File: src/hw/rtl/crt_pkg.sv
// Shared types and constants of the contour resample threshold block.
`timescale 1ns / 1ps

package crt_pkg;

  // Input item opcodes.
  localparam logic OP_WRITE = 1'b0;
  localparam logic OP_BIN   = 1'b1;

  // Configuration register indexes.
  localparam logic [1:0] REG_RATIO     = 2'd0;
  localparam logic [1:0] REG_LENGTH    = 2'd1;
  localparam logic [1:0] REG_THRESHOLD = 2'd2;

  // Configuration reset values.
  localparam logic [23:0] RATIO_RESET     = 24'd81920;
  localparam logic [10:0] LENGTH_RESET    = 11'd640;
  localparam logic [23:0] THRESHOLD_RESET = 24'd3276800;

  // Trigger codes.
  localparam logic [1:0] TRIG_STAY  = 2'd0;
  localparam logic [1:0] TRIG_ENTER = 2'd1;
  localparam logic [1:0] TRIG_EXIT  = 2'd2;

  // Contour value after reset, -1.0 in Q1.15.
  localparam logic signed [15:0] SAMPLE_RESET = 16'sh8000;

  // Saturation level of the gain sum.
  localparam logic [23:0] SUM_MAX = 24'hFFFFFF;

  // One input beat.
  typedef struct packed {
    logic              opcode;
    logic [9:0]        sample_index;
    logic signed [15:0] sample_value;
    logic [8:0]        bin_index;
    logic              last_bin;
  } crt_in_t;

  // One result beat.
  typedef struct packed {
    logic [14:0] gain;
    logic        trigger_valid;
    logic [1:0]  trigger;
  } crt_out_t;

  // Configuration register contents.
  typedef struct packed {
    logic [23:0] ratio_q16;
    logic [10:0] contour_length;
    logic [23:0] enter_threshold;
  } crt_cfg_t;

  // Phase strobes from the sequencer to the resampling datapath.
  typedef struct packed {
    logic load;
    logic addr;
    logic mul;
    logic acc;
  } crt_ctl_t;

  // Sequencer states.
  typedef enum logic [2:0] {
    ST_CLEAR,
    ST_IDLE,
    ST_ADDR,
    ST_MUL,
    ST_ACC
  } crt_state_e;

endpackage

File: src/hw/rtl/crt_cfg_regs.sv
// Configuration register file of the contour resample threshold block.
`timescale 1ns / 1ps

module crt_cfg_regs (
  input  logic              clk_i,
  input  logic              rst_ni,
  input  logic              cfg_valid_i,
  output logic              cfg_ready_o,
  input  logic [1:0]        cfg_index_i,
  input  logic [23:0]       cfg_data_i,
  output crt_pkg::crt_cfg_t cfg_o
);

  crt_pkg::crt_cfg_t cfg_q, cfg_d;

  // Registers are always ready to take a write beat.
  assign cfg_ready_o = 1'b1;

  // Decode the register index; unknown indexes leave everything unchanged.
  always_comb begin
    cfg_d = cfg_q;
    if (cfg_valid_i) begin
      unique case (cfg_index_i)
        crt_pkg::REG_RATIO:     cfg_d.ratio_q16       = cfg_data_i;
        crt_pkg::REG_LENGTH:    cfg_d.contour_length  = cfg_data_i[10:0];
        crt_pkg::REG_THRESHOLD: cfg_d.enter_threshold = cfg_data_i;
        default:                cfg_d = cfg_q;
      endcase
    end
  end

  always_ff @(posedge clk_i or negedge rst_ni) begin
    if (!rst_ni) begin
      cfg_q.ratio_q16       <= crt_pkg::RATIO_RESET;
      cfg_q.contour_length  <= crt_pkg::LENGTH_RESET;
      cfg_q.enter_threshold <= crt_pkg::THRESHOLD_RESET;
    end else begin
      cfg_q <= cfg_d;
    end
  end

  assign cfg_o = cfg_q;

endmodule

File: config.mk
export PLATFORM = sky130hd
export DESIGN_NAME = crt_cfg_regs
export DESIGN_NICKNAME = d
export VERILOG_FILES = /design/src/hw/rtl/crt_pkg.sv /design/src/hw/rtl/crt_cfg_regs.sv
export SDC_FILE = /design/constraint.sdc
export NUM_CORES = 1
export LEC_CHECK = 0
export BUFFER_PORTS_ARGS = -buffer_cell sky130_fd_sc_hd__buf_2
export CAP_MARGIN = 20
export CORE_MARGIN = 4
export CORE_UTILIZATION = 50
export CTS_BUF_LIST = sky130_fd_sc_hd__clkbuf_8
export CTS_CLUSTER_DIAMETER = 80
export DETAILED_ROUTE_END_ITERATION = 8
export GPL_TIMING_DRIVEN = 0
export PLACE_DENSITY = 0.87
export SYNTH_ARGS = -nofsm -noshare
export SYNTH_HDL_FRONTEND = slang
export SYNTH_SLANG_ARGS = --single-unit
export TNS_END_PERCENT = 5
File: constraint.sdc
create_clock -name clk_i -period 1.8 [get_ports clk_i]
set_clock_uncertainty 0.15 [all_clocks]
set_input_delay 0.36 -clock clk_i [delete_from_list [all_inputs] [get_ports clk_i]]
set_output_delay 0.36 -clock clk_i [all_outputs]
set_load 0.005 [all_outputs]
==> impl_metrics.env, run 1 <==
export IMPL_status="completed"
export IMPL_drc_errors=0
export IMPL_worstPathRequired_ps=1290
export IMPL_clock_path_buffers=2
export IMPL_yosysSeqAreaShare_pct=66.50
export IMPL_clk_latency_ps=320
export IMPL_ys_warn_count=0
export IMPL_drive_above_1_share_pct=75.54
export IMPL_area_growth_pct=33.05
export IMPL_drt_vias_per_instance=5.123
export IMPL_synth_top_family_by_area="multiplexers"
export IMPL_yosysTopAreaCell="dfrtp_1"
export IMPL_whs_ps=125.8
export IMPL_clkTransAtPathRegs_ps=70
export IMPL_fp_row_count=24
export IMPL_fin_nets=257
export IMPL_drv_slew=0
export IMPL_cp_data_arrival_time_ps=960
export IMPL_critPathCapture="cfg_o[33]"
export IMPL_synth_seq_cells=59
export IMPL_cts_buffers=9
export IMPL_synthSimpleGateAreaFrac_pct=1.681
export IMPL_diodes=0
export IMPL_final_common_cell="buf_2"
export IMPL_instances_no_fill=285
export IMPL_dieArea_um2=5600
export IMPL_hold_violations=0
export IMPL_dieWidth_um=74.84
export IMPL_overflow=0
export IMPL_max_stage_delay_ps=540
export IMPL_path_delay_family="flip-flops"
export IMPL_htree_levels=3
export IMPL_worst_slew_pin_slew_ps=645.6
export IMPL_end_kind="output port"
export IMPL_period_share_pct=81.84
export IMPL_largest_register_ff_count=59
export IMPL_place_hpwl_um=3359
export IMPL_slowest_stage="dfstp_2"
export IMPL_worstPathMaxFanout=2
export IMPL_start_util_pct=51.65
export IMPL_setup_viol=0
export IMPL_rsz0062_at_grt="no"
export IMPL_leakage_nw=1.450
export IMPL_p_per_area_nw_per_um2=1221
export IMPL_r2r_end="cfg_o[10]$_DFFE_PN0P_"
export IMPL_chipHeight_um=74.84
export IMPL_rr_worst_depth=1
export IMPL_grt_pass1_wl_um=7576
export IMPL_hold_path_depth=2
export IMPL_cp_depth=1
export IMPL_syn_avg_cell_area_um2=17.45
export IMPL_synthesis_area_um2=2233
export IMPL_fin_setup_tns_ps=0
export IMPL_synth_top_area_share_pct=58.26
export IMPL_wl_um=4586
export IMPL_io_pins=89
export IMPL_grtUsageTotal_pct=18.27
export IMPL_synth_distinct_cells=10
export IMPL_synthCells=128
export IMPL_r2r_slack_ps=870
export IMPL_avgRoutedWirePerCell_um=16.09
export IMPL_grt_pass1_vias=1569
export IMPL_crit_buf_inv=1
export IMPL_cap_violations=0
export IMPL_grt_max_degree=33
export IMPL_cts_resized=0
export IMPL_hp_class="primary input to flop"
export IMPL_drt_iter0_markers=76
export IMPL_cts_root_buf="clkbuf_8"
export IMPL_crit_type="flop to output port"
export IMPL_portBuffers=87
export IMPL_synth_area_top_cells="dfrtp_1 58%, mux2_2 29%, dfstp_2 8.2%"
export IMPL_cts_sinks=59
export IMPL_peakVddDrop_mv=0.8294
export IMPL_vias=1460
export IMPL_synth_xor_area_share_pct=0
export IMPL_final_cell_mix="88 x buf_2, 58 x mux2_2, 52 x dfrtp_1"
export IMPL_core_um2=4324
export IMPL_dp_cells=268
export IMPL_ant_nets=0
export IMPL_synthMuxAreaShare_pct=29.75
export IMPL_cp_startpoint="cfg_o[33]$_DFFE_PN1P_"
export IMPL_fmax_mhz=678.9
export IMPL_final_fill_count=315
export IMPL_gp_congestion=0.7230
export IMPL_power_mw=3.627
export IMPL_syn_nets=157
export IMPL_synth_adder_area_share_pct=0
export IMPL_critPathLaunchType="flop"
export IMPL_min_period_ps=1473
export IMPL_dr_pass1_iters=4
export IMPL_relSlewSlack_pct=56.96
export IMPL_worstPathCellList="buf_2"
export IMPL_cts_tree="done"
export IMPL_synth_compound_area_share_pct=0
export IMPL_antenna_found_initial=0
export IMPL_r2r_start="cfg_o[10]$_DFFE_PN0P_"
[worst min path at each step]
stage / startpoint / slack (ps) / end
6_report: cfg_data_i[23] / 130 / cfg_o[58]$_DFFE_PN0P_
5_1_grt: cfg_data_i[23] / 110 / cfg_o[58]$_DFFE_PN0P_
4_1_cts: cfg_data_i[23] / 120 / cfg_o[58]$_DFFE_PN0P_
3_5_place_dp: rst_ni / 270 / cfg_o[18]$_DFFE_PN0P_
3_3_place_gp: cfg_o[58]$_DFFE_PN0P_ / 310 / cfg_o[58]$_DFFE_PN0P_
2_1_floorplan: rst_ni / -90 / cfg_o[0]$_DFFE_PN0P_
[per-layer routing]
layer / vias up / share of wire (%) / track usage [%]
met3: 6 / 10 / 7.343
li1: 656 / - / -
met1: 726 / 41 / 22.12
met5: - / 0 / 0
met4: 0 / 0.96 / 7.905
met2: 72 / 48 / 28.92
[through the flow]
step | utilization, % | setup slack (ps) | area, µm²
floorplan | - | 342.1 | 2233
global placement | 63.22 | 84.29 | 2734
detailed placement | 63.69 | 71.12 | 2754
CTS | 68.72 | 313.1 | 2972
global route | 68.72 | 262.1 | 2972
finish | 68.72 | 326.9 | 2972
[cell families (layout without fill, tap and decap cells)]
family | after synthesis | in the layout
buf+inv | 6 | 111
mux | 59 | 59
other cells | 1 | 1
simple gates | 3 | 3
flops | 59 | 59
[synthesized netlist by cell type]
library cell,instances
nand3b_2,1
mux2_2,58
nor3b_4,1
buf_4,5
nand3b_1,1
mux2_1,1
dfstp_2,7
buf_2,1
dfrtp_1,52
conb_1,1
[layout make-up]
class	instances	area, µm²	area share [%]
timing repair buffer	89	465.4	15.66
clock buffer	9	123.9	4.168
clock inverter	7	83.83	2.821
buffer	6	42.54	1.432
multi-input combinational	63	705.7	23.75
tap	52	65.06	2.189
sequential	59	1485	49.98
[report_power, final]
group | internal [mW] | total (mW) | switching, mW
Clock | 0.764 | 1.26 | 0.494
Sequential | 1.60 | 1.72 | 0.119
Combinational | 0.392 | 0.652 | 0.260
[what timing repair did]
| item | in CTS | in global routing |
|---|---|---|
| hold buffers | 1 | 0 |
| setup buffers | 0 | 0 |
| hold endpoints to repair | 21 | 0 |
Note: power is estimated with default switching activity, not from simulation.
==> run 2, diff against run 1 <==
==> constraint.sdc (replaced) <==
create_clock -name clk_i -period 1.4 [get_ports clk_i]
set_clock_uncertainty 0.15 [all_clocks]
set_input_delay 0.28 -clock clk_i [delete_from_list [all_inputs] [get_ports clk_i]]
set_output_delay 0.28 -clock clk_i [all_outputs]
set_load 0.005 [all_outputs]
==> impl_metrics.env, run 2 (synthesized netlist as in run 1, its figures left out) <==
export IMPL_status="completed"
export IMPL_rsz0062_at_grt="yes"
export IMPL_final_fill_count=315
export IMPL_hold_violations=0
export IMPL_path_delay_family="flip-flops"
export IMPL_slowest_stage="dfstp_2"
export IMPL_clock_path_buffers=2
export IMPL_portBuffers=87
export IMPL_avgRoutedWirePerCell_um=16.17
export IMPL_crit_buf_inv=1
export IMPL_crit_type="flop to output port"
export IMPL_dpl_cell_area_um2=2754
export IMPL_worstPathRequired_ps=970
export IMPL_instances_no_fill=285
export IMPL_dieArea_um2=5600
export IMPL_setup_viol=0
export IMPL_met1_length_um=1842
export IMPL_cts_buffers=9
export IMPL_clk_latency_ps=320
export IMPL_cts_root_buf="clkbuf_8"
export IMPL_leakage_nw=1.456
export IMPL_worstPathMaxFanout=2
export IMPL_peakVddDrop_mv=1.058
export IMPL_gp_congestion=0.7230
export IMPL_htree_levels=3
export IMPL_min_period_ps=1393
export IMPL_dr_wl_met2_um=2238
export IMPL_chipHeight_um=74.84
export IMPL_ant_nets=0
export IMPL_fp_row_count=24
export IMPL_max_stage_delay_ps=540
export IMPL_grtUsageTotal_pct=18.27
export IMPL_fin_nets=257
export IMPL_p_per_area_nw_per_um2=1567
export IMPL_grt_pass1_wl_um=7576
export IMPL_grt_pass1_vias=1569
export IMPL_start_util_pct=51.65
export IMPL_dr_pass1_iters=4
export IMPL_drc_errors=0
export IMPL_final_area_um2=2993
export IMPL_cap_violations=0
export IMPL_wl_um=4609
export IMPL_io_pins=89
export IMPL_end_kind="output port"
export IMPL_area_growth_pct=34.01
export IMPL_period_share_pct=99.48
export IMPL_drive_above_1_share_pct=75.54
export IMPL_cts_sinks=59
export IMPL_grt_max_degree=33
export IMPL_hp_class="primary input to flop"
export IMPL_critPathLaunchType="flop"
export IMPL_core_um2=4324
export IMPL_antenna_found_initial=0
export IMPL_fmax_mhz=718.1
export IMPL_cts_tree="done"
export IMPL_overflow=0
export IMPL_vias=1463
export IMPL_largest_register_ff_count=59
export IMPL_place_hpwl_um=3359
export IMPL_drt_vias_per_instance=5.133
export IMPL_final_cell_mix="84 x buf_2, 58 x mux2_2, 52 x dfrtp_1"
export IMPL_final_common_cell="buf_2"
export IMPL_clkTransAtPathRegs_ps=70
export IMPL_drt_iter0_markers=92
export IMPL_worstPathCellList="buf_2"
export IMPL_cp_data_arrival_time_ps=960
export IMPL_diodes=0
export IMPL_routed_top_layer="met4"
export IMPL_drv_slew=0
export IMPL_fin_setup_tns_ps=0
export IMPL_dieWidth_um=74.84
export IMPL_met3_length_um=482
export IMPL_dp_cells=268
==> run 2: power by group <==
part | internal, mW | switching (mW)
logic | 0.523 | 0.335
clock network | 0.982 | 0.635
registers | 2.06 | 0.157
total | 3.56 | 1.13
==> run 2: what timing repair did <==
item | in CTS | in global routing
endpoints found under the hold margin | 21 | 0
gates resized for setup | 0 | 4
hold buffers | 1 | 0
setup endpoints to repair | 1 | 18
buffers inserted | 0 | 0
==> run 2: worst paths after layout <==
kind	cells past startpoint	slack, ps	from	to
min	2	50	cfg_data_i[23]	cfg_o[58]$_DFFE_PN0P_
min in group asynchronous	2	290	rst_ni	cfg_o[18]$_DFFE_PN0P_
min reg2reg	1	340	cfg_o[58]$_DFFE_PN0P_	cfg_o[58]$_DFFE_PN0P_
max	1	7	cfg_o[33]$_DFFE_PN1P_	cfg_o[33]
max reg2reg	1	470	cfg_o[10]$_DFFE_PN0P_	cfg_o[10]$_DFFE_PN0P_
max in group asynchronous	3	240	rst_ni	cfg_o[21]$_DFFE_PN1P_
==> run 2: cell type report <==
cell class | instances | area (µm²) | share of cell area, %
flip-flops and latches | 59 | 1485 | 49.62
clock buffers | 9 | 123.9 | 4.139
well taps | 52 | 65.06 | 2.174
plain buffers | 6 | 42.54 | 1.421
multi-input cells | 63 | 705.7 | 23.58
repair buffers | 89 | 486.7 | 16.26
clock inverters | 7 | 83.83 | 2.801
==> run 2: routing by layer <==
layer / global-route usage, % / vias to the layer above
li1: - / 653
met3: 7.343 / 6
met2: 28.92 / 76
met5: 0 / -
met4: 7.905 / 0
met1: 22.12 / 728
==> run 2: metrics by stage <==
| stage | utilization, % | hold slack [ps] | worst slack, ps | total power [mW] |
|---|---|---|---|---|
| global route | 69.21 | 34.42 | -25.95 | 4.944 |
| CTS | 68.72 | 35.43 | -6.936 | 4.717 |
| detailed placement | 63.69 | 186.7 | -248.9 | 3.092 |
| finish | 69.21 | 45.42 | 7.343 | 4.690 |
| floorplan | - | -165.6 | 22.12 | 2.595 |
| global placement | 63.22 | 314.0 | -235.7 | 3.040 |
==> run 3, diff against run 2 <==
--- a/config.mk
+++ b/config.mk
@@ -8,12 +8,11 @@
 export BUFFER_PORTS_ARGS = -buffer_cell sky130_fd_sc_hd__buf_2
 export CAP_MARGIN = 20
 export CORE_MARGIN = 4
-export CORE_UTILIZATION = 50
-export CTS_BUF_LIST = sky130_fd_sc_hd__clkbuf_8
+export CORE_UTILIZATION = 47
 export CTS_CLUSTER_DIAMETER = 80
 export DETAILED_ROUTE_END_ITERATION = 8
 export GPL_TIMING_DRIVEN = 0
-export PLACE_DENSITY = 0.87
+export PLACE_DENSITY = 0.83
 export SYNTH_ARGS = -nofsm -noshare
 export SYNTH_HDL_FRONTEND = slang
 export SYNTH_SLANG_ARGS = --single-unit
==> impl_metrics.env, run 3 (synthesized netlist as in run 1, its figures left out) <==
export IMPL_setup_viol=0
export IMPL_dpl_cell_area_um2=2754
export IMPL_io_pins=89
export IMPL_status="completed"
export IMPL_wl_um=4444
export IMPL_chipHeight_um=76.94
export IMPL_leakage_nw=1.417
export IMPL_htree_levels=3
export IMPL_worstPathCellList="buf_2"
export IMPL_slowest_stage="dfstp_2"
export IMPL_antenna_found_initial=0
export IMPL_fin_setup_tns_ps=0
export IMPL_final_cell_mix="83 x buf_2, 58 x mux2_2, 52 x dfrtp_1"
export IMPL_final_area_um2=2942
export IMPL_cts_buffers=9
export IMPL_drt_iter0_markers=31
export IMPL_min_period_ps=1383
export IMPL_post_cts_setup_buffers=0
export IMPL_p_per_area_nw_per_um2=1459
export IMPL_overflow=0
export IMPL_top_usage_layer="met2"
export IMPL_portBuffers=87
export IMPL_path_delay_family="flip-flops"
export IMPL_dieArea_um2=5919
export IMPL_cap_violations=0
export IMPL_worst_slack_ps=16.94
export IMPL_fp_row_count=24
export IMPL_drc_errors=0
export IMPL_largest_register_ff_count=59
export IMPL_place_hpwl_um=3289
export IMPL_cts_tree="done"
export IMPL_drt_vias_per_instance=4.940
export IMPL_cts_root_buf="clkbuf_8"
export IMPL_clkTransAtPathRegs_ps=60
export IMPL_peakVddDrop_mv=0.7968
export IMPL_grt_max_degree=34
export IMPL_crit_type="flop to output port"
export IMPL_fin_nets=257
export IMPL_crit_buf_inv=1
export IMPL_dieWidth_um=76.94
export IMPL_grt_pass1_vias=1526
export IMPL_grt_pass1_wl_um=7369
export IMPL_grtUsageTotal_pct=16.13
export IMPL_worstPathRequired_ps=970
export IMPL_drv_slew=0
export IMPL_start_util_pct=49.92
export IMPL_grt_use_met3_pct=8.197
export IMPL_period_share_pct=98.79
export IMPL_avgRoutedWirePerCell_um=15.59
export IMPL_hp_class="primary input to flop"
export IMPL_ant_nets=0
export IMPL_critPathLaunchType="flop"
export IMPL_cts_sinks=59
export IMPL_place_ws_ps=-234.3
export IMPL_grt_use_met2_pct=23.34
export IMPL_rsz0062_at_grt="yes"
export IMPL_max_stage_delay_ps=530
export IMPL_grtUsageMet1_pct=19.98
export IMPL_worstPathMaxFanout=2
export IMPL_drive_above_1_share_pct=72.96
export IMPL_diodes=0
export IMPL_clock_path_buffers=2
export IMPL_cp_data_arrival_time_ps=950
export IMPL_hold_violations=0
export IMPL_core_um2=4474
export IMPL_end_kind="output port"
export IMPL_area_growth_pct=31.71
export IMPL_vias=1408
export IMPL_dr_pass1_iters=4
export IMPL_whs_ps=38.60
export IMPL_fmax_mhz=723.0
export IMPL_gp_congestion=0.7083
export IMPL_final_common_cell="buf_2"
export IMPL_clk_latency_ps=330
-- run 3: changes by cell type in the layout (fill, tap and decap cells not counted) --
cell       previous run  this run
buf_6                 3         4
clkbuf_1              0         7
inv_1                 1         0
clkinv_2              4         0
bufinv_16             2         0
buf_2                84        83
-- run 3: path summary, 6_finish.rpt --
check / slack [ps] / end / startpoint / depth (start not counted)
max in group asynchronous: 240 / cfg_o[31]$_DFFE_PN1P_ / rst_ni / 3
setup / recovery: 20 / cfg_o[51] / cfg_o[51]$_DFFE_PN1P_ / 1
hold reg to reg: 330 / cfg_o[58]$_DFFE_PN0P_ / cfg_o[58]$_DFFE_PN0P_ / 1
hold / removal: 40 / cfg_o[58]$_DFFE_PN0P_ / cfg_data_i[23] / 2
setup reg to reg: 470 / cfg_o[23]$_DFFE_PN0P_ / cfg_o[23]$_DFFE_PN0P_ / 1
min in group asynchronous: 300 / cfg_o[46]$_DFFE_PN0P_ / rst_ni / 2
-- run 3: metal layers --
layer,share of wire [%],up-vias
met5,0,-
li1,-,655
met4,1.4,0
met2,43,72
met3,11,7
met1,44,674
-- run 3: final cells by class --
| class | count | area (µm²) |
|---|---|---|
| Timing Repair Buffer | 89 | 493.0 |
| Sequential cell | 59 | 1485 |
| Fill cell | 327 | 1533 |
| Clock buffer | 16 | 150.1 |
| Tap cell | 52 | 65.06 |
| Multi-Input combinational cell | 63 | 705.7 |
| Buffer | 6 | 42.54 |
-- run 3: power by group --
group / switching (mW) / internal [mW]
registers: 0.155 / 2.06
logic: 0.330 / 0.529
clock network: 0.572 / 0.648
-- run 3: timing repair --
| action | CTS | global route |
|---|---|---|
| setup endpoints to repair | 1 | 8 |
| resized for setup | 1 | 4 |
| cloned | 0 | 0 |
| pin swaps | 0 | 0 |
| hold endpoints to repair | 21 | 0 |
| hold buffers | 1 | 0 |
-- run 3: metrics by stage --
stage          instances  total power [mW]  util [%]
2_1_floorplan        128             2.595         -
3_3_place_gp         267             3.043     61.10
3_5_place_dp         268             3.086     61.55
4_1_cts              285             4.328     65.27
5_1_grt              285             4.552     65.74
6_report             285             4.291     65.74
